### config.mk
export PLATFORM = sky130hd
export DESIGN_NAME = integer_literal_parser_flat
export DESIGN_NICKNAME = d
export VERILOG_FILES = /design/src/sv/ilp_pkg.sv /design/src/sv/ilp_in_if.sv /design/src/sv/ilp_out_if.sv /design/src/sv/integer_literal_parser.sv /design/src/flat_wrapper.sv
export SDC_FILE = /design/constraint.sdc
export NUM_CORES = 1
export LEC_CHECK = 0
export BUFFER_PORTS_ARGS = -buffer_cell sky130_fd_sc_hd__buf_2
export CORE_ASPECT_RATIO = 0.7
export CORE_MARGIN = 2
export CORE_UTILIZATION = 50
export DETAILED_ROUTE_END_ITERATION = 12
export PLACE_DENSITY = 0.78
export REMOVE_ABC_BUFFERS = 1
export SKIP_LAST_GASP = 1
export SLEW_MARGIN = 20
export SYNTH_ARGS = -nofsm -noshare
export SYNTH_HDL_FRONTEND = slang
export SYNTH_SLANG_ARGS = --single-unit
export TNS_END_PERCENT = 10
### constraint.sdc
create_clock -name clk -period 4.3 [get_ports clk]
set_input_delay 0 -clock clk [delete_from_list [all_inputs] [get_ports clk]]
set_output_delay 0 -clock clk [all_outputs]
set_load 0.005 [all_outputs]
### src/sv/ilp_pkg.sv
// ----------------------------------------------------------------------------
// ilp_pkg: shared types and constants for the integer literal parser
// Holds the phase, radix and status codes and the character constants used
// by the parser and its channel interfaces.
// ----------------------------------------------------------------------------
`default_nettype none

package ilp_pkg;

  typedef enum logic [2:0] {
    PH_IDLE = 3'b001,
    PH_ZERO = 3'b010,
    PH_RUN  = 3'b100
  } phase_t;

  typedef enum logic [1:0] {
    RADIX_BIN = 2'd0,
    RADIX_OCT = 2'd1,
    RADIX_DEC = 2'd2,
    RADIX_HEX = 2'd3
  } radix_t;

  typedef enum logic [1:0] {
    ST_INT       = 2'd0,
    ST_NOT_INT   = 2'd1,
    ST_MALFORMED = 2'd2
  } status_t;

  localparam logic [7:0] CH_0     = 8'h30;
  localparam logic [7:0] CH_7     = 8'h37;
  localparam logic [7:0] CH_9     = 8'h39;
  localparam logic [7:0] CH_LO_A  = 8'h61;
  localparam logic [7:0] CH_LO_B  = 8'h62;
  localparam logic [7:0] CH_LO_F  = 8'h66;
  localparam logic [7:0] CH_LO_X  = 8'h78;
  localparam logic [7:0] CH_LO_Z  = 8'h7a;
  localparam logic [7:0] CH_UP_A  = 8'h41;
  localparam logic [7:0] CH_UP_B  = 8'h42;
  localparam logic [7:0] CH_UP_F  = 8'h46;
  localparam logic [7:0] CH_UP_Z  = 8'h5a;
  localparam logic [7:0] CH_DOT   = 8'h2e;

  // Marks a character that is no digit in any radix.
  localparam logic [4:0] DIGIT_NONE = 5'd16;

  localparam logic [63:0] ALL_ONES   = 64'hFFFF_FFFF_FFFF_FFFF;
  localparam logic [63:0] LONG_LIMIT = 64'h0000_0000_FFFF_FFFF;

endpackage

`default_nettype wire

### src/sv/ilp_in_if.sv
// ----------------------------------------------------------------------------
// ilp_in_if: character channel of the integer literal parser
// Carries one text byte per beat, or the end-of-text mark.
// ----------------------------------------------------------------------------
`default_nettype none

interface ilp_in_if;
  logic       valid;
  logic       ready;
  logic [7:0] char_in;
  logic       text_ended;

  modport source (output valid, output char_in, output text_ended, input ready);
  modport sink   (input valid, input char_in, input text_ended, output ready);
endinterface

`default_nettype wire

### src/sv/ilp_out_if.sv
// ----------------------------------------------------------------------------
// ilp_out_if: result channel of the integer literal parser
// Carries one parsed token per beat: status, value, base, flags and length.
// ----------------------------------------------------------------------------
`default_nettype none

interface ilp_out_if #(
  parameter int LEN_W = 7
);
  logic             valid;
  logic             ready;
  logic [1:0]       status;
  logic [63:0]      value;
  logic [1:0]       base_code;
  logic             is_long;
  logic [LEN_W-1:0] token_length;
  logic             overflowed;

  modport source (output valid, output status, output value, output base_code,
                  output is_long, output token_length, output overflowed,
                  input ready);
  modport sink   (input valid, input status, input value, input base_code,
                  input is_long, input token_length, input overflowed,
                  output ready);
endinterface

`default_nettype wire

### src/sv/integer_literal_parser.sv
// ----------------------------------------------------------------------------
// integer_literal_parser: streaming C-style integer literal parser
// Takes a token one character per beat and reports decimal, octal, hex or
// binary literals with value, base, long and overflow flags and length.
// ----------------------------------------------------------------------------
//
//   Channel   Direction  Payload
//   in_ch     sink       char_in[7:0], text_ended
//   out_ch    source     status, value[63:0], base_code, is_long,
//                        token_length, overflowed
//
// One character is taken every cycle unless the input side stalls. A beat is
// held in an input register and then updates the parse state; a finished
// token is written to the result register at that same edge and offered from
// there. The input side stalls only when a result is due while the result
// register is still held by the sink. Reset is synchronous and puts the
// parser back to waiting for the first character.
// ----------------------------------------------------------------------------
`default_nettype none

module integer_literal_parser
  import ilp_pkg::*;
#(
  parameter int MAX_TOKEN_LEN = 64
) (
  input  wire logic  clk,
  input  wire logic  rst_n,
  ilp_in_if.sink     in_ch,
  ilp_out_if.source  out_ch
);

  localparam int LEN_W = $clog2(MAX_TOKEN_LEN + 1);

  // Input register
  logic       s1_valid_r;
  logic [7:0] s1_char_r;
  logic       s1_ended_r;

  // Parse state
  phase_t           phase_r,     phase_nxt;
  radix_t           radix_r,     radix_nxt;
  logic [63:0]      acc_r,       acc_nxt;
  logic             ovf_r,       ovf_nxt;
  logic             mal_r,       mal_nxt;
  logic [LEN_W-1:0] count_r,     count_nxt;

  // Result register
  logic             out_valid_r;
  status_t          res_status_r, res_status_nxt;
  logic [63:0]      res_value_r;
  radix_t           res_base_r;
  logic             res_long_r;
  logic [LEN_W-1:0] res_len_r;
  logic             res_ovf_r;

  logic        emit;
  logic        out_free;
  logic        s1_go;
  logic        in_fire;
  logic        is_dec;
  logic        is_alnum;
  logic        term;
  logic [4:0]  digit;
  logic        digit_ok;
  logic [3:0]  digit_lim;
  logic [67:0] dec_sum;
  logic [LEN_W-1:0] count_inc;
  logic        res_ok;

  assign out_free = !out_valid_r || out_ch.ready;
  assign s1_go    = s1_valid_r && (!emit || out_free);
  assign in_ch.ready = !s1_valid_r || s1_go;
  assign in_fire  = in_ch.valid && in_ch.ready;

  // Character classes
  always_comb begin
    is_dec   = (s1_char_r >= CH_0) && (s1_char_r <= CH_9);
    is_alnum = is_dec ||
               ((s1_char_r >= CH_LO_A) && (s1_char_r <= CH_LO_Z)) ||
               ((s1_char_r >= CH_UP_A) && (s1_char_r <= CH_UP_Z));
    term     = s1_ended_r || !is_alnum;

    if (is_dec) begin
      digit = 5'(s1_char_r - CH_0);
    end else if ((s1_char_r >= CH_LO_A) && (s1_char_r <= CH_LO_F)) begin
      digit = 5'(s1_char_r - CH_LO_A) + 5'd10;
    end else if ((s1_char_r >= CH_UP_A) && (s1_char_r <= CH_UP_F)) begin
      digit = 5'(s1_char_r - CH_UP_A) + 5'd10;
    end else begin
      digit = DIGIT_NONE;
    end

    unique case (radix_r)
      RADIX_BIN: digit_lim = 4'd1;
      RADIX_OCT: digit_lim = 4'd7;
      RADIX_DEC: digit_lim = 4'd9;
      RADIX_HEX: digit_lim = 4'd15;
      default:   digit_lim = 4'd15;
    endcase
    digit_ok = (digit != DIGIT_NONE) && (digit[3:0] <= digit_lim);

    // a * 10 + d; anything above bit 63 means the value no longer fits.
    dec_sum = {1'b0, acc_r, 3'b000} + {3'b000, acc_r, 1'b0} + {63'd0, digit};

    count_inc = (count_r < LEN_W'(MAX_TOKEN_LEN)) ? count_r + 1'b1 : count_r;
  end

  // Parse step
  always_comb begin
    phase_nxt      = phase_r;
    radix_nxt      = radix_r;
    acc_nxt        = acc_r;
    ovf_nxt        = ovf_r;
    mal_nxt        = mal_r;
    count_nxt      = count_r;
    emit           = 1'b0;
    res_status_nxt = ST_INT;

    unique case (phase_r)
      PH_IDLE: begin
        if (s1_ended_r || !is_dec) begin
          emit           = 1'b1;
          res_status_nxt = ST_NOT_INT;
        end else begin
          count_nxt = count_inc;
          if (s1_char_r == CH_0) begin
            phase_nxt = PH_ZERO;
          end else begin
            phase_nxt = PH_RUN;
            radix_nxt = RADIX_DEC;
            acc_nxt   = {60'd0, digit[3:0]};
          end
        end
      end
      PH_ZERO: begin
        if (term) begin
          emit = 1'b1;
        end else begin
          count_nxt = count_inc;
          phase_nxt = PH_RUN;
          if (s1_char_r == CH_LO_X) begin
            radix_nxt = RADIX_HEX;
          end else if (s1_char_r == CH_LO_B || s1_char_r == CH_UP_B) begin
            radix_nxt = RADIX_BIN;
          end else if (s1_char_r >= CH_0 && s1_char_r <= CH_7) begin
            radix_nxt = RADIX_OCT;
            acc_nxt   = {61'd0, digit[2:0]};
          end else begin
            mal_nxt = 1'b1;
          end
        end
      end
      PH_RUN: begin
        if (term) begin
          emit = 1'b1;
        end else begin
          count_nxt = count_inc;
          if (!mal_r) begin
            if (!digit_ok) begin
              mal_nxt = 1'b1;
            end else begin
              case (radix_r)
                RADIX_BIN: begin
                  ovf_nxt = ovf_r | acc_r[63];
                  acc_nxt = {acc_r[62:0], digit[0]};
                end
                RADIX_OCT: begin
                  if (acc_r[63:61] != 3'd0) begin
                    ovf_nxt = 1'b1;
                    acc_nxt = ALL_ONES;
                  end else begin
                    acc_nxt = {acc_r[60:0], digit[2:0]};
                  end
                end
                RADIX_HEX: begin
                  if (acc_r[63:60] != 4'd0) begin
                    ovf_nxt = 1'b1;
                    acc_nxt = ALL_ONES;
                  end else begin
                    acc_nxt = {acc_r[59:0], digit[3:0]};
                  end
                end
                default: begin
                  if (dec_sum[67:64] != 4'd0) begin
                    ovf_nxt = 1'b1;
                    acc_nxt = ALL_ONES;
                  end else begin
                    acc_nxt = dec_sum[63:0];
                  end
                end
              endcase
            end
          end
        end
      end
      default: begin
        phase_nxt = PH_IDLE;
      end
    endcase

    // A finished token reports how it ended; a dot means a float follows.
    if (emit && phase_r != PH_IDLE) begin
      if (mal_r) begin
        res_status_nxt = ST_MALFORMED;
      end else if (!s1_ended_r && s1_char_r == CH_DOT) begin
        res_status_nxt = ST_NOT_INT;
      end else begin
        res_status_nxt = ST_INT;
      end
    end

    // Emitting a token returns the parser to its reset state.
    if (emit) begin
      phase_nxt = PH_IDLE;
      radix_nxt = RADIX_DEC;
      acc_nxt   = '0;
      ovf_nxt   = 1'b0;
      mal_nxt   = 1'b0;
      count_nxt = '0;
    end
  end

  assign res_ok = (res_status_nxt == ST_INT);

  always_ff @(posedge clk) begin
    if (!rst_n) begin
      s1_valid_r <= 1'b0;
    end else if (in_fire) begin
      s1_valid_r <= 1'b1;
    end else if (s1_go) begin
      s1_valid_r <= 1'b0;
    end
  end

  always_ff @(posedge clk) begin
    if (in_fire) begin
      s1_char_r  <= in_ch.char_in;
      s1_ended_r <= in_ch.text_ended;
    end
  end

  always_ff @(posedge clk) begin
    if (!rst_n) begin
      phase_r <= PH_IDLE;
      radix_r <= RADIX_DEC;
      acc_r   <= '0;
      ovf_r   <= 1'b0;
      mal_r   <= 1'b0;
      count_r <= '0;
    end else if (s1_go) begin
      phase_r <= phase_nxt;
      radix_r <= radix_nxt;
      acc_r   <= acc_nxt;
      ovf_r   <= ovf_nxt;
      mal_r   <= mal_nxt;
      count_r <= count_nxt;
    end
  end

  always_ff @(posedge clk) begin
    if (!rst_n) begin
      out_valid_r <= 1'b0;
    end else if (s1_go && emit) begin
      out_valid_r <= 1'b1;
    end else if (out_ch.ready) begin
      out_valid_r <= 1'b0;
    end
  end

  always_ff @(posedge clk) begin
    if (s1_go && emit) begin
      res_status_r <= res_status_nxt;
      res_value_r  <= res_ok ? acc_r : 64'd0;
      res_base_r   <= radix_r;
      res_long_r   <= res_ok && (acc_r >= LONG_LIMIT);
      res_len_r    <= count_r;
      res_ovf_r    <= res_ok && ovf_r;
    end
  end

  assign out_ch.valid        = out_valid_r;
  assign out_ch.status       = res_status_r;
  assign out_ch.value        = res_value_r;
  assign out_ch.base_code    = res_base_r;
  assign out_ch.is_long      = res_long_r;
  assign out_ch.token_length = res_len_r;
  assign out_ch.overflowed   = res_ovf_r;

endmodule

`default_nettype wire

### src/flat_wrapper.sv
// flat-port wrapper written by rule: the top's interface ports become plain ports
module integer_literal_parser_flat import ilp_pkg::*;
#(
  parameter int MAX_TOKEN_LEN = 64
)
  (clk, rst_n, in_ch_valid, in_ch_char_in, in_ch_text_ended, in_ch_ready, out_ch_valid, out_ch_status, out_ch_value, out_ch_base_code, out_ch_is_long, out_ch_token_length, out_ch_overflowed, out_ch_ready);
  ilp_in_if in_ch_i ();
  ilp_out_if #(.LEN_W(($clog2((64) + 1)))) out_ch_i ();
  input  wire logic clk;
  input  wire logic rst_n;
  input wire logic [$bits(in_ch_i.valid)-1:0] in_ch_valid;
  input wire logic [$bits(in_ch_i.char_in)-1:0] in_ch_char_in;
  input wire logic [$bits(in_ch_i.text_ended)-1:0] in_ch_text_ended;
  output wire logic [$bits(in_ch_i.ready)-1:0] in_ch_ready;
  output wire logic [$bits(out_ch_i.valid)-1:0] out_ch_valid;
  output wire logic [$bits(out_ch_i.status)-1:0] out_ch_status;
  output wire logic [$bits(out_ch_i.value)-1:0] out_ch_value;
  output wire logic [$bits(out_ch_i.base_code)-1:0] out_ch_base_code;
  output wire logic [$bits(out_ch_i.is_long)-1:0] out_ch_is_long;
  output wire logic [$bits(out_ch_i.token_length)-1:0] out_ch_token_length;
  output wire logic [$bits(out_ch_i.overflowed)-1:0] out_ch_overflowed;
  input wire logic [$bits(out_ch_i.ready)-1:0] out_ch_ready;
  assign in_ch_i.valid = in_ch_valid;
  assign in_ch_i.char_in = in_ch_char_in;
  assign in_ch_i.text_ended = in_ch_text_ended;
  assign in_ch_ready = in_ch_i.ready;
  assign out_ch_valid = out_ch_i.valid;
  assign out_ch_status = out_ch_i.status;
  assign out_ch_value = out_ch_i.value;
  assign out_ch_base_code = out_ch_i.base_code;
  assign out_ch_is_long = out_ch_i.is_long;
  assign out_ch_token_length = out_ch_i.token_length;
  assign out_ch_overflowed = out_ch_i.overflowed;
  assign out_ch_i.ready = out_ch_ready;
  integer_literal_parser #(.MAX_TOKEN_LEN(MAX_TOKEN_LEN)) u_core (.clk(clk), .rst_n(rst_n), .in_ch(in_ch_i), .out_ch(out_ch_i));
endmodule
# [Word-level counts from Yosys, hierarchy flattened]
# Index checks and enable logic that the tools add are counted.
[word_totals] register_bits=166 inputBits=13 out_inout_bits=79 wordCells=183
[classes] add_sub_neg=8 n_lt_le_gt_ge=12 eq_ne=30 n_mux=67 bitwise=1 n_reduce_logical=49
[ops] operator="64-bit two-way mux" count=13
[ops] operator="64-bit case mux with 3 select lines" count=2
[ops] operator="67-bit by 65-bit adder with 68-bit output" count=1
[ops] operator="68-bit by 5-bit adder with 68-bit output" count=1
[ops] operator="64-bit by 32-bit greater-or-equal comparator with 1-bit output (second input constant)" count=1
[ops] operator="8-bit by 7-bit <= comparator with 1-bit output (second input constant)" count=4
[ops] operator="7-bit two-way mux" count=4
[ops] operator="8-bit by 7-bit equality test with 1-bit output (second input constant)" count=3
[ops] operator="1-bit two-way mux" count=24
[ops] operator="3-bit by 2-bit inequality test with 1-bit output (second input constant)" count=8
[ops] operator="2-bit two-way mux" count=10
[ops] operator="8-bit by 6-bit equality test with 1-bit output (second input constant)" count=2
[ops] operator="8-bit by 7-bit greater-or-equal comparator with 1-bit output (second input constant)" count=2
[ops] operator="8-bit by 6-bit <= comparator with 1-bit output (second input constant)" count=2
[ops] operator="4-bit case mux with 4 select lines" count=1
[ops] operator="5-bit two-way mux" count=3
[ops] operator="3-bit by 1-bit inequality test with 1-bit output (second input constant)" count=5
[ops] operator="1-bit logical AND" count=14
[ops] operator="7-bit case mux with 2 select lines" count=1
[ops] operator="3-bit two-way mux" count=4
[ops] operator="3-bit nonzero test" count=4
[ops] operator="4-bit nonzero test" count=3
[ops] operator="11-bit AND reduction" count=1
[ops] operator="5-bit by 4-bit adder with 5-bit output (second input constant)" count=2
[ops] operator="31 further kinds" count=52

# [Logic depth before layout (Yosys ltp)]
# Gate-level depths: netlist of the first run.
[depth] depth_word=14 ltp_mapped=22 depth_no_buf=20

# [Worst setup path after synthesis of the first run]
# OpenSTA, ideal clock, no wires.
[synth_path] path_type="register to register" from="register u_core.s1_char_r[0]" to="register u_core.acc_r[3]" setup_time_ps=116 arrival_time_ps=4415 required_ps=4184 slack_ps=-231 path_stages_with_launch=22 path_buffers=2 synth_period_minus_slack_ps=4531 cell_sequence="edfxtp_1 inv_1 ha_1 nor4b_2 nor3_2 nand2_1 o21ai_0 ha_1 ha_1 inv_1 fa_1 nand2b_1 a21oi_1 o2111ai_1 a2111oi_1 o21bai_1 a31o_2 o31ai_1 o221ai_2 buf_6 buf_6 o211a_1"
[synth_via] elab_chain_len=14 word_cells_on_any_way=66 classes_between="add/sub: 6; order compare: 10; eq/ne: 14; mux: 16; reduce/logical: 20"
[synth_lines] item="from (decl)" line="integer_literal_parser.sv:36" text="logic [7:0] s1_char_r;"
[synth_lines] item="from (signal assigned)" line="integer_literal_parser.sv:237" text="s1_char_r <= in_ch.char_in;"
[synth_lines] item="5-bit by 1-bit subtractor with 5-bit output (tied with other cells)" line="integer_literal_parser.sv:86, integer_literal_parser.sv:88"
[synth_lines] item="5-bit by 4-bit adder with 5-bit output or 1-bit logical AND (tied branches)" line="integer_literal_parser.sv:86, integer_literal_parser.sv:88, integer_literal_parser.sv:87"
[synth_lines] item="5-bit two-way mux" line="integer_literal_parser.sv:87" text="end else if ((s1_char_r >= CH_UP_A) && (s1_char_r <= CH_UP_F)) begin"
[synth_lines] item="5-bit two-way mux" line="integer_literal_parser.sv:85" text="end else if ((s1_char_r >= CH_LO_A) && (s1_char_r <= CH_LO_F)) begin"
[synth_lines] item="5-bit two-way mux" line="integer_literal_parser.sv:83" text="if (is_dec) begin"
[synth_lines] item="68-bit by 5-bit adder with 68-bit output" line="integer_literal_parser.sv:103" text="dec_sum = {1'b0, acc_r, 3'b000} + {3'b000, acc_r, 1'b0} + {63'd0, digit};"
[synth_lines] item="4-bit nonzero test" line="integer_literal_parser.sv:184" text="if (dec_sum[67:64] != 4'd0) begin"
[synth_lines] item="64-bit two-way mux" line="integer_literal_parser.sv:184"
[synth_lines] item="64-bit case mux with 3 select lines" line="integer_literal_parser.sv:162" text="case (radix_r)"
[synth_lines] item="64-bit two-way mux" line="integer_literal_parser.sv:159" text="if (!digit_ok) begin"
[synth_lines] item="64-bit two-way mux" line="integer_literal_parser.sv:158" text="if (!mal_r) begin"
[synth_lines] item="64-bit two-way mux" line="integer_literal_parser.sv:154" text="if (term) begin"
[synth_lines] item="64-bit case mux with 3 select lines" line="integer_literal_parser.sv:119" text="unique case (phase_r)"
[synth_lines] item="64-bit two-way mux" line="integer_literal_parser.sv:213" text="if (emit) begin"
[synth_lines] item="to (signal assigned)" line="integer_literal_parser.sv:253" text="acc_r <= acc_nxt;"
[synth_lines] item="to (decl)" line="integer_literal_parser.sv:42" text="logic [63:0] acc_r, acc_nxt;"
# Several ways; a longest one is shown, not always the timed one. The select of a mux whose other input is x is not followed.
# A chain may end at the register's enable or synchronous reset.

# [Final worst setup path of the first run]
[layout_path] from="register u_core.s1_char_r[0]" to="register u_core.acc_r[21]"
# Same word-level chain as after synthesis.

==> results.json, run 1 <==
{
  "status": "finished with violations",
  "violations": "setup timing",
  "slew_viol_final": 0,
  "first_pass_iters": 5,
  "max_stage_delay_ns": 0.49,
  "cts_tree": "built",
  "antenna_cells": 0,
  "synthArstFlopShare_pct": 0,
  "dieHeight_um": 141,
  "instances_no_fill": 2125,
  "period_needed_ns": 4.75,
  "synth_edf_count": 86,
  "placed_cell_area_um2": 14600,
  "grt_pass1_wl_mm": 63.2,
  "grt-ovfl-total": 0,
  "cp-start-kind": "flip-flop",
  "cts_max_level": 4,
  "clock_latency_ns": 0.46,
  "worst_slew_pin_slew_ns": 0.842,
  "drive_gt1_share_pct": 18.3,
  "synth-seq-area-share_pct": 31.2,
  "hpwl_mm": 28.2,
  "grt_max_degree": 65,
  "nFillCells": 2342,
  "syn_area_um2": 13400,
  "grtUsageTotal_pct": 28.2,
  "synth_cells": 1618,
  "routed_via_density": 6.07,
  "placedCellCount": 2064,
  "critPathTopFamily": "compound AO/OA/AOI/OAI gates",
  "power.density_nw_per_um2": 221,
  "yosysWarnings": 0,
  "ys_types": 85,
  "die-area_um2": 28200,
  "ir_worst_vdd_mv": 0.282,
  "p_leak_uw": 0.00683,
  "io_buffers": 91,
  "cpMostUsedCell": "buf_12",
  "drc": 0,
  "worstPathArrival_ns": 5.07,
  "grt_antenna_before_repair": 0,
  "crit_type": "flip-flop to flip-flop",
  "drt.antenna.violating_nets": 0,
  "setup.worst_path.end_class": "flip-flop",
  "cts-root-buf": "clkbuf_16",
  "final_common_cell": "nor2_1",
  "num_io_pins": 92,
  "routed_wl_mm": 39.1,
  "cp.required_ns": 4.62,
  "ys_ff_latch": 166,
  "path_buf_inv": 4,
  "maxSlewHeadroom_pct": 43.5,
  "avgSynthCellArea_um2": 8.29,
  "hold_class": "input port to flip-flop",
  "fin_area_um2": 15700,
  "synth_ff_type": "edfxtp_1",
  "area_growth_pct": 16.9,
  "layout.nets": 1898,
  "timing.fmax_mhz": 211,
  "grt_pass1_vias": 12000,
  "clock-sinks": 166,
  "cts_buffers": 17,
  "via_count": 12900,
  "drv_cap": 0,
  "setup_viol": 65,
  "path_cells": "ha_2, nor4b_4, buf_4, nor3_4, a21oi_2, fa_1, fa_2, nand2b_4, a21oi_4, buf_6, o211ai_1, a31oi_2, o211ai_2, a221oi_2, o221a_1, o221ai_4, buf_12, buf_12, nor2_1, o31ai_1",
  "drtIter0Drc": 1098,
  "final_cell_mix": "nor2_1 (237), nand2_1 (150), a21oi_1 (137)",
  "timing.final.ws_setup_ns": -0.448,
  "crit_fanout": 8,
  "clk_pin_slew_ns": 0.07,
  "total_power_uw": 3460,
  "fp.coreArea_um2": 26500,
  "place_congestion": 0.985,
  "hold_viol_final": 0,
  "fp.dieW_um": 200,
  "initial_core_util_pct": 50.5,
  "rsz0062_at_grt": "yes",
  "fin_crit_sh_pct": 110,
  "drt-wirelength-per-cell_um": 18.4,
  "cts.path.max_buffers": 2,
  "multi_input_area_um2": 8890,
  "critPathSlowestCell": "fa_1",
  "place_ws_ns": -0.831,
  "row_count": 50,
  "seqCellArea_um2": 4190,
  "fin_skew_ns": 0.0142
}
-- routing by layer --
| metal | routed length, um | track usage [%] |
|---|---|---|
| met4 | 798 | 8.34 |
| met1 | 19300 | 42.3 |
| met5 | 0 | 0 |
| met2 | 16300 | 39.8 |
| met3 | 2780 | 6.36 |
-- through the flow --
| stage | hold WS [ns] | setup TNS [ns] | utilization (%) |
|---|---|---|---|
| after floorplan | 0.0619 | -136.89 | - |
| after global placement | 0.178 | -32.46 | 55.0 |
| after detailed placement | 0.180 | -47.30 | 55.0 |
| after CTS | 0.247 | -20.44 | 58.7 |
| after global routing | 0.249 | -40.23 | 59.1 |
| final | 0.259 | -23.75 | 59.1 |
-- worst register-to-register path, cell delays in order (launching register included) --
cell	delay, ns
edfxtp_1	0.43
ha_2	0.24
nor4b_4	0.29
buf_4	0.18
nor3_4	0.05
a21oi_2	0.15
fa_1	0.49
fa_2	0.41
nand2b_4	0.16
a21oi_4	0.19
buf_6	0.12
o211ai_1	0.11
a31oi_2	0.29
o211ai_2	0.13
a221oi_2	0.33
o221a_1	0.29
o221ai_4	0.21
buf_12	0.22
buf_12	0.14
nor2_1	0.12
o31ai_1	0.08
-- registers in the layout, summed over array words and instances (netlist names) --
register,flops
u_core.acc_r,64
u_core.out_ch.value,64
u_core.s1_char_r,8
u_core.count_r,7
u_core.out_ch.token_length,7
u_core.phase_r,3
u_core.out_ch.base_code,2
u_core.out_ch.status,2
u_core.radix_r,2
u_core.mal_r,1
u_core.out_ch.is_long,1
u_core.out_ch.overflowed,1
u_core.out_ch.valid,1
u_core.ovf_r,1
u_core.s1_ended_r,1
u_core.s1_valid_r,1
-- what timing repair did --
| action | in CTS | in global routing |
|---|---|---|
| setup endpoints to repair | 65 | 65 |
| hold buffers | 13 | 0 |
| resized for setup | 34 | 10 |
| endpoints found under the hold margin | 23 | 0 |
| gates cloned | 1 | 0 |
| setup buffers | 8 | 7 |
| pin swaps | 14 | 9 |
-- path summary, 6_finish.rpt --
check,start,end,slack (ns),depth (start not counted)
setup reg to reg,u_core.s1_char_r[0],u_core.acc_r[21],-0.45,20
hold reg to reg,u_core.ovf_r,u_core.ovf_r,0.48,2
setup / recovery,u_core.s1_char_r[0],u_core.acc_r[21],-0.45,20
hold / removal,in_ch_char_in[6],u_core.s1_char_r[6],0.26,2
-- cell usage after synthesis (24+ instances only) --
cell type	count	share of area [%]
nor2_1	244	6.8
edfxtp_1	86	19
xor2_1	25	1.6
a21oi_1	140	5.2
dfxtp_1	80	12
clkbuf_1	55	1.5
o31ai_2	39	3.6
o31ai_1	24	1.3
ha_1	134	13
and2_1	71	3.3
nand4_1	29	1.4
xnor2_1	34	2.2
nand2_1	152	4.3
nor3_1	24	0.90
nand3_1	33	1.2
o22ai_1	63	2.9
buf_2	26	0.97
inv_1	34	0.95
o21ai_0	65	2.4
-- area by class of cell --
class	instances	area share (%)
Clock buffer	17	2.71
Clock inverter	15	1.01
Inverter	34	0.822
Multi-Input combinational cell	1327	56.7
Sequential cell	166	26.7
Tap cell	364	2.91
Timing Repair Buffer	202	9.09
-- logic make-up (layout without fill, tap and decap cells) --
group                    after synthesis  count (layout)  share of synthesized area (%)
AND/OR/NAND/NOR                      642             642                           22.6
AO/OA/AOI/OAI                        487             487                           25.1
flip-flops                           166             166                           31.2
adder cells (fa/ha/maj)              137             137                           13.0
buffers and inverters                125             268                           4.13
XOR/XNOR                              59              59                           3.85
multiplexers                           2               2                          0.149
-- power breakdown --
| part | internal [uW] | switching [uW] | leakage, uW |
|---|---|---|---|
| Combinational | 80.1 | 114 | 0.00507 |
| Sequential | 1690 | 12.4 | 0.00147 |
| Clock | 777 | 780 | 0.000281 |
| Total | 2550 | 906 | 0.00683 |
Power figures use the tool's default switching activity.
==> run 2, diff against run 1 <==
--- a/config.mk
+++ b/config.mk
@@ -13,5 +13,4 @@
 export PLACE_DENSITY = 0.78
 export REMOVE_ABC_BUFFERS = 1
-export SKIP_LAST_GASP = 1
 export SLEW_MARGIN = 20
 export SYNTH_ARGS = -nofsm -noshare
==> constraint.sdc (replaced) <==
create_clock -name clk -period 4.3 [get_ports clk]
set_input_delay 0.43 -clock clk [delete_from_list [all_inputs] [get_ports clk]]
set_output_delay 0.43 -clock clk [all_outputs]
set_load 0.005 [all_outputs]
==> results.json, run 2 (same netlist as run 1, synthesis figures left out) <==
{
  "instances_no_fill": 2119,
  "crit_start": "u_core.s1_char_r[0]",
  "layout.nets": 1892,
  "cts_tree": "built",
  "period_needed_ns": 4.90,
  "r2r_setup_slack_ns": -0.60,
  "nFillCells": 2304,
  "clock_power_share_pct": 44.7,
  "via_count": 12900,
  "grt-ovfl-total": 0,
  "p_int_uw": 2550,
  "fin_crit_sh_pct": 114,
  "cts-root-buf": "clkbuf_16",
  "ctsHoldBuffers": 0,
  "worst_slew_pin_slew_ns": 1.04,
  "area_growth_pct": 18.2,
  "p_leak_uw": 0.00690,
  "power.density_nw_per_um2": 217,
  "drive_gt1_share_pct": 20.5,
  "drtIter0Drc": 1185,
  "routed_wl_mm": 39.6,
  "grt_antenna_before_repair": 0,
  "timing.final.ws_setup_ns": -0.603,
  "grt_pass1_wl_mm": 62.7,
  "rsz0062_at_grt": "yes",
  "cp.required_ns": 4.66,
  "setup_viol": 65,
  "status": "finished with violations",
  "place_ws_ns": -0.797,
  "p_sw_uw": 888,
  "hpwl_mm": 28.3,
  "crit_end": "u_core.acc_r[22]",
  "grt_max_degree": 65,
  "maxSlewHeadroom_pct": 30.4,
  "grt_pass1_vias": 11900,
  "die-area_um2": 28200,
  "setup.worst_path.end_class": "flip-flop",
  "final_util_pct": 59.8,
  "fin_skew_ns": 0.0133,
  "cts_max_level": 4,
  "antenna_cells": 0,
  "crit_type": "flip-flop to flip-flop",
  "worstPathArrival_ns": 5.27,
  "drt-wirelength-per-cell_um": 18.7,
  "crit_fanout": 7,
  "row_count": 50,
  "hold_class": "input port to flip-flop",
  "violations": "setup timing",
  "drv_cap": 0,
  "io_buffers": 91,
  "first_pass_iters": 5,
  "dieHeight_um": 141,
  "pwr-share-comb_pct": 5.6,
  "grtUsageTotal_pct": 27.9,
  "r2r-end": "u_core.acc_r[22]",
  "cts_buffers": 17,
  "fp.dieW_um": 200,
  "ir_worst_vdd_mv": 0.251,
  "cp-start-kind": "flip-flop",
  "reg2reg_from": "u_core.s1_char_r[0]",
  "num_io_pins": 92,
  "clock-sinks": 166,
  "hold_viol_final": 0,
  "power.share.switching_pct": 25.8,
  "timing.fmax_mhz": 204,
  "routed_via_density": 6.11,
  "place_congestion": 0.971,
  "clock_latency_ns": 0.46,
  "setup_tns_ns": -33.70,
  "r2r_cells": 21,
  "seqPwrFrac_pct": 49.7,
  "whs_ns": 0.148,
  "min-delay-start": "in_ch_char_in[6]",
  "fp.coreArea_um2": 26500,
  "drt.antenna.violating_nets": 0,
  "final_common_cell": "nor2_1",
  "clk_pin_slew_ns": 0.07,
  "placedCellCount": 2067,
  "final_cell_mix": "nor2_1 (221), nand2_1 (149), a21oi_1 (135)",
  "initial_core_util_pct": 50.5,
  "slew_viol_final": 0,
  "cts.path.max_buffers": 2,
  "drc": 0
}
[run 2: cell count changes in the layout (fill, tap and decap cells not counted), sizes merged]
| cell | previous run | this run |
|---|---|---|
| clkinv | 7 | 9 |
| bufbuf | 1 | 0 |
| buf | 188 | 196 |
| dlygate4sd3 | 13 | 0 |
| clkinvlp | 2 | 0 |
[run 2: power by group through the flow]
stage | Sequential, uW | Combinational [uW] | Clock (uW)
after floorplan | 1750 | 70.0 | 0
after global placement | 1740 | 165 | 0
after detailed placement | 1740 | 168 | 0
after CTS | 1710 | 180 | 1560
after global routing | 1710 | 208 | 1610
final | 1710 | 191 | 1540
[run 2: worst min path at each step]
stage / to / cells past startpoint
after floorplan: u_core.ovf_r / 2
after global placement: u_core.ovf_r / 2
after detailed placement: u_core.ovf_r / 2
after CTS: u_core.s1_char_r[6] / 1
after global routing: u_core.s1_char_r[3] / 1
final: u_core.s1_char_r[6] / 1
[run 2: layout make-up]
| cell class | count | area, um^2 | share of cell area [%] |
|---|---|---|---|
| clock buffers | 17 | 425 | 2.68 |
| inverters | 34 | 129 | 0.813 |
| clock inverters | 15 | 161 | 1.02 |
| well taps | 364 | 455 | 2.87 |
| multi-input cells | 1327 | 9110 | 57.5 |
| repair buffers | 196 | 1380 | 8.71 |
| flip-flops and latches | 166 | 4190 | 26.4 |
[run 2: critical path, stage by stage (launching register included)]
cell and delay, ns:
edfxtp_1 0.43, inv_2 0.08, ha_4 0.17, nor4b_4 0.13, buf_4 0.16, nor3_4 0.29, buf_6 0.16, a21oi_4 0.05
fa_1 0.52, ha_4 0.31, o211ai_1 0.10, o21ai_2 0.24, o2111ai_2 0.20, a311oi_2 0.43, or2_4 0.22, a21oi_4 0.05
o221a_1 0.26, o221ai_4 0.42, buf_12 0.21, buf_12 0.14, nor2_2 0.05, o31ai_1 0.20
[run 2: per-stage QoR]
step	power, uW	area [um^2]
2_1_floorplan	1820	13000
3_3_place_gp	1910	14600
3_5_place_dp	1910	14600
4_1_cts	3450	15600
5_1_grt	3530	15900
6_report	3440	15900
[run 2: repair_timing]
| item | CTS | global route |
|---|---|---|
| endpoints found under the setup margin | 65 | 65 |
| gates resized for setup | 66 | 33 |
| cloned | 2 | 0 |
| setup buffers | 10 | 8 |
| pin swaps | 33 | 40 |
[run 2: routing by layer]
layer,share of wire (%),vias up,wire length (um),track usage [%]
li1,-,6221,-,-
met4,2.1,0,814,8.11
met3,7.4,62,2940,5.05
met2,43,537,16900,40.9
met5,0,-,0,0
met1,48,6128,19000,41.7
==> run 3, diff against run 2 <==
ABC_AREA = 1   (was not set)
PLACE_DENSITY = 0.77   (was 0.78)
==> results.json, run 3 <==
{
  "via_count": 16100,
  "worstHoldPathCells": 1,
  "place_congestion": 1.00,
  "drtIter0Drc": 1707,
  "cts_tree": "built",
  "routed_via_density": 5.79,
  "maxSlewHeadroom_pct": 25.3,
  "io_buffers": 91,
  "fin_area_um2": 17100,
  "initial_core_util_pct": 51.1,
  "drive_gt1_share_pct": 12.3,
  "first_pass_iters": 5,
  "antenna_cells": 0,
  "power.density_nw_per_um2": 248,
  "synth-seq-area-share_pct": 28.2,
  "drt-wirelength-per-cell_um": 18.7,
  "synth.most_common_cell": "nand2_1",
  "avgSynthCellArea_um2": 6.56,
  "synth_cells": 2264,
  "fp.dieW_um": 210,
  "row_count": 52,
  "clock-sinks": 166,
  "ys_types": 45,
  "synth_edf_count": 86,
  "num_io_pins": 92,
  "clk_pin_slew_ns": 0.07,
  "cts-root-buf": "clkbuf_16",
  "cp-start-kind": "flip-flop",
  "hpwl_mm": 38.7,
  "syn_area_um2": 14900,
  "setup.worst_path.end_class": "flip-flop",
  "nFillCells": 2754,
  "max_stage_delay_ns": 0.57,
  "status": "complete, no violations",
  "worst_slew_pin_slew_ns": 1.12,
  "grt_pass1_vias": 14700,
  "crit_type": "flip-flop to flip-flop",
  "p_leak_uw": 0.00801,
  "final_cell_mix": "nand2_1 (531), inv_1 (301), nor2_1 (234)",
  "yosysWarnings": 0,
  "grt_max_degree": 62,
  "crit_start": "u_core.s1_char_r[0]",
  "worstPathArrival_ns": 4.49,
  "critPathSlowestCell": "fa_1",
  "grt_pass1_wl_mm": 80.0,
  "rsz0062_at_grt": "yes",
  "drv_cap": 0,
  "cts.path.max_buffers": 2,
  "whs_ns": 0.137,
  "area_growth_pct": 15.3,
  "synth_ff_type": "edfxtp_1",
  "synthArstFlopShare_pct": 0,
  "grt-ovfl-total": 0,
  "grtUsageTotal_pct": 32.8,
  "r2r_cells": 26,
  "cts_buffers": 17,
  "synth_top_area_share_pct": 17.4,
  "drc": 0,
  "hold_viol_final": 0,
  "ir_worst_vdd_mv": 0.307,
  "layout.nets": 2537,
  "fin_skew_ns": 0.00994,
  "synth_commonest_cells": "nand2_1 (545), inv_1 (308), nor2_1 (240), o21ai_0 (206), a21oi_1 (159)",
  "placed_cell_area_um2": 16100,
  "final_common_cell": "nand2_1",
  "yosys.area.top_type": "edfxtp_1",
  "routed_wl_mm": 51.8,
  "min-delay-start": "in_ch_char_in[5]",
  "ys_ff_latch": 166,
  "period_needed_ns": 4.18,
  "fp.coreArea_um2": 29100,
  "cts_max_level": 4,
  "synth.area.top_cells": "edfxtp_1 (17%), nand2_1 (14%), ha_1 (11%), dfxtp_1 (11%), inv_1 (7.8%)",
  "cp.required_ns": 4.61,
  "ctsHoldBuffers": 0,
  "hold_class": "input port to flip-flop",
  "fin_crit_sh_pct": 97.1,
  "timing.fmax_mhz": 239,
  "dieHeight_um": 148,
  "die-area_um2": 31100,
  "clock_latency_ns": 0.47,
  "crit_fanout": 4,
  "drt.antenna.violating_nets": 0,
  "reg2reg_from": "u_core.s1_char_r[0]",
  "grt_antenna_before_repair": 0,
  "slew_viol_final": 0,
  "setup_viol": 0
}
-- run 3: routing by layer --
layer  track usage [%]  vias up  part of all wire (%)
met1              49.3     7491                    48
met5                 0        -                     0
met3              6.57       60                   8.9
li1                  -     7782                     -
met4              7.45        0                   1.7
met2              48.2      740                    42
-- run 3: worst paths after layout --
check                                  end  slack (ns)
max                       u_core.acc_r[60]        0.12
min                    u_core.s1_char_r[5]        0.14
max reg2reg               u_core.acc_r[60]        0.12
min reg2reg  u_core.out_ch.token_length[6]        0.44
-- run 3: final cells by class --
class                           instances  area, um^2  area share (%)
Multi-Input combinational cell       1697        9280            54.2
Sequential cell                       166        4190            24.4
Tap cell                              378         473            2.76
Inverter                              315        1190            6.94
Clock buffer                           17         425            2.48
Clock inverter                         15         185            1.08
Timing Repair Buffer                  190        1390            8.10
-- run 3: stage by stage --
step	setup slack, ns	TNS, ns	util (%)	instances	power [uW]
finish	0.124	0	58.9	2778	4250
global route	-0.105	-2.59	58.9	2778	4410
global placement	0.104	0	55.3	2728	2560
floorplan	-1.35	-61.89	-	2178	2250
detailed placement	0.00523	0	55.3	2728	2570
CTS	0.00865	0	57.5	2761	4170
-- run 3: timing repair --
action / in CTS / in global routing
setup endpoints to repair: 28 / 65
cloned: 0 / 4
pin swaps: 2 / 17
buffers inserted: 1 / 13
gates resized for setup: 4 / 59
-- run 3: power by group --
group / internal, uW / leakage [uW] / switching, uW
Sequential: 1740 / 0.00144 / 57.2
Clock: 832 / 0.000290 / 783
Combinational: 312 / 0.00628 / 532
Total: 2880 / 0.00801 / 1370
-- run 3: cell families after synthesis --
family,count (synthesis),synth area share [%]
adders and majority gates,137,11.7
DFF,166,28.2
and+or+nand+nor,1012,28.3
xor gates and xnor gates,47,2.77
buffers and inverters,401,10.8
AOI/OAI and AO/OA,501,18.3
-- run 3: critical path: cells and delay by family, from the launching register on --
family / cells / cell delay (ns)
AND/OR/NAND/NOR: 13 / 1.12
buffers and inverters: 6 / 0.97
adder cells (fa/ha/maj): 2 / 0.80
AO/OA/AOI/OAI: 5 / 0.66
flip-flops: 1 / 0.48
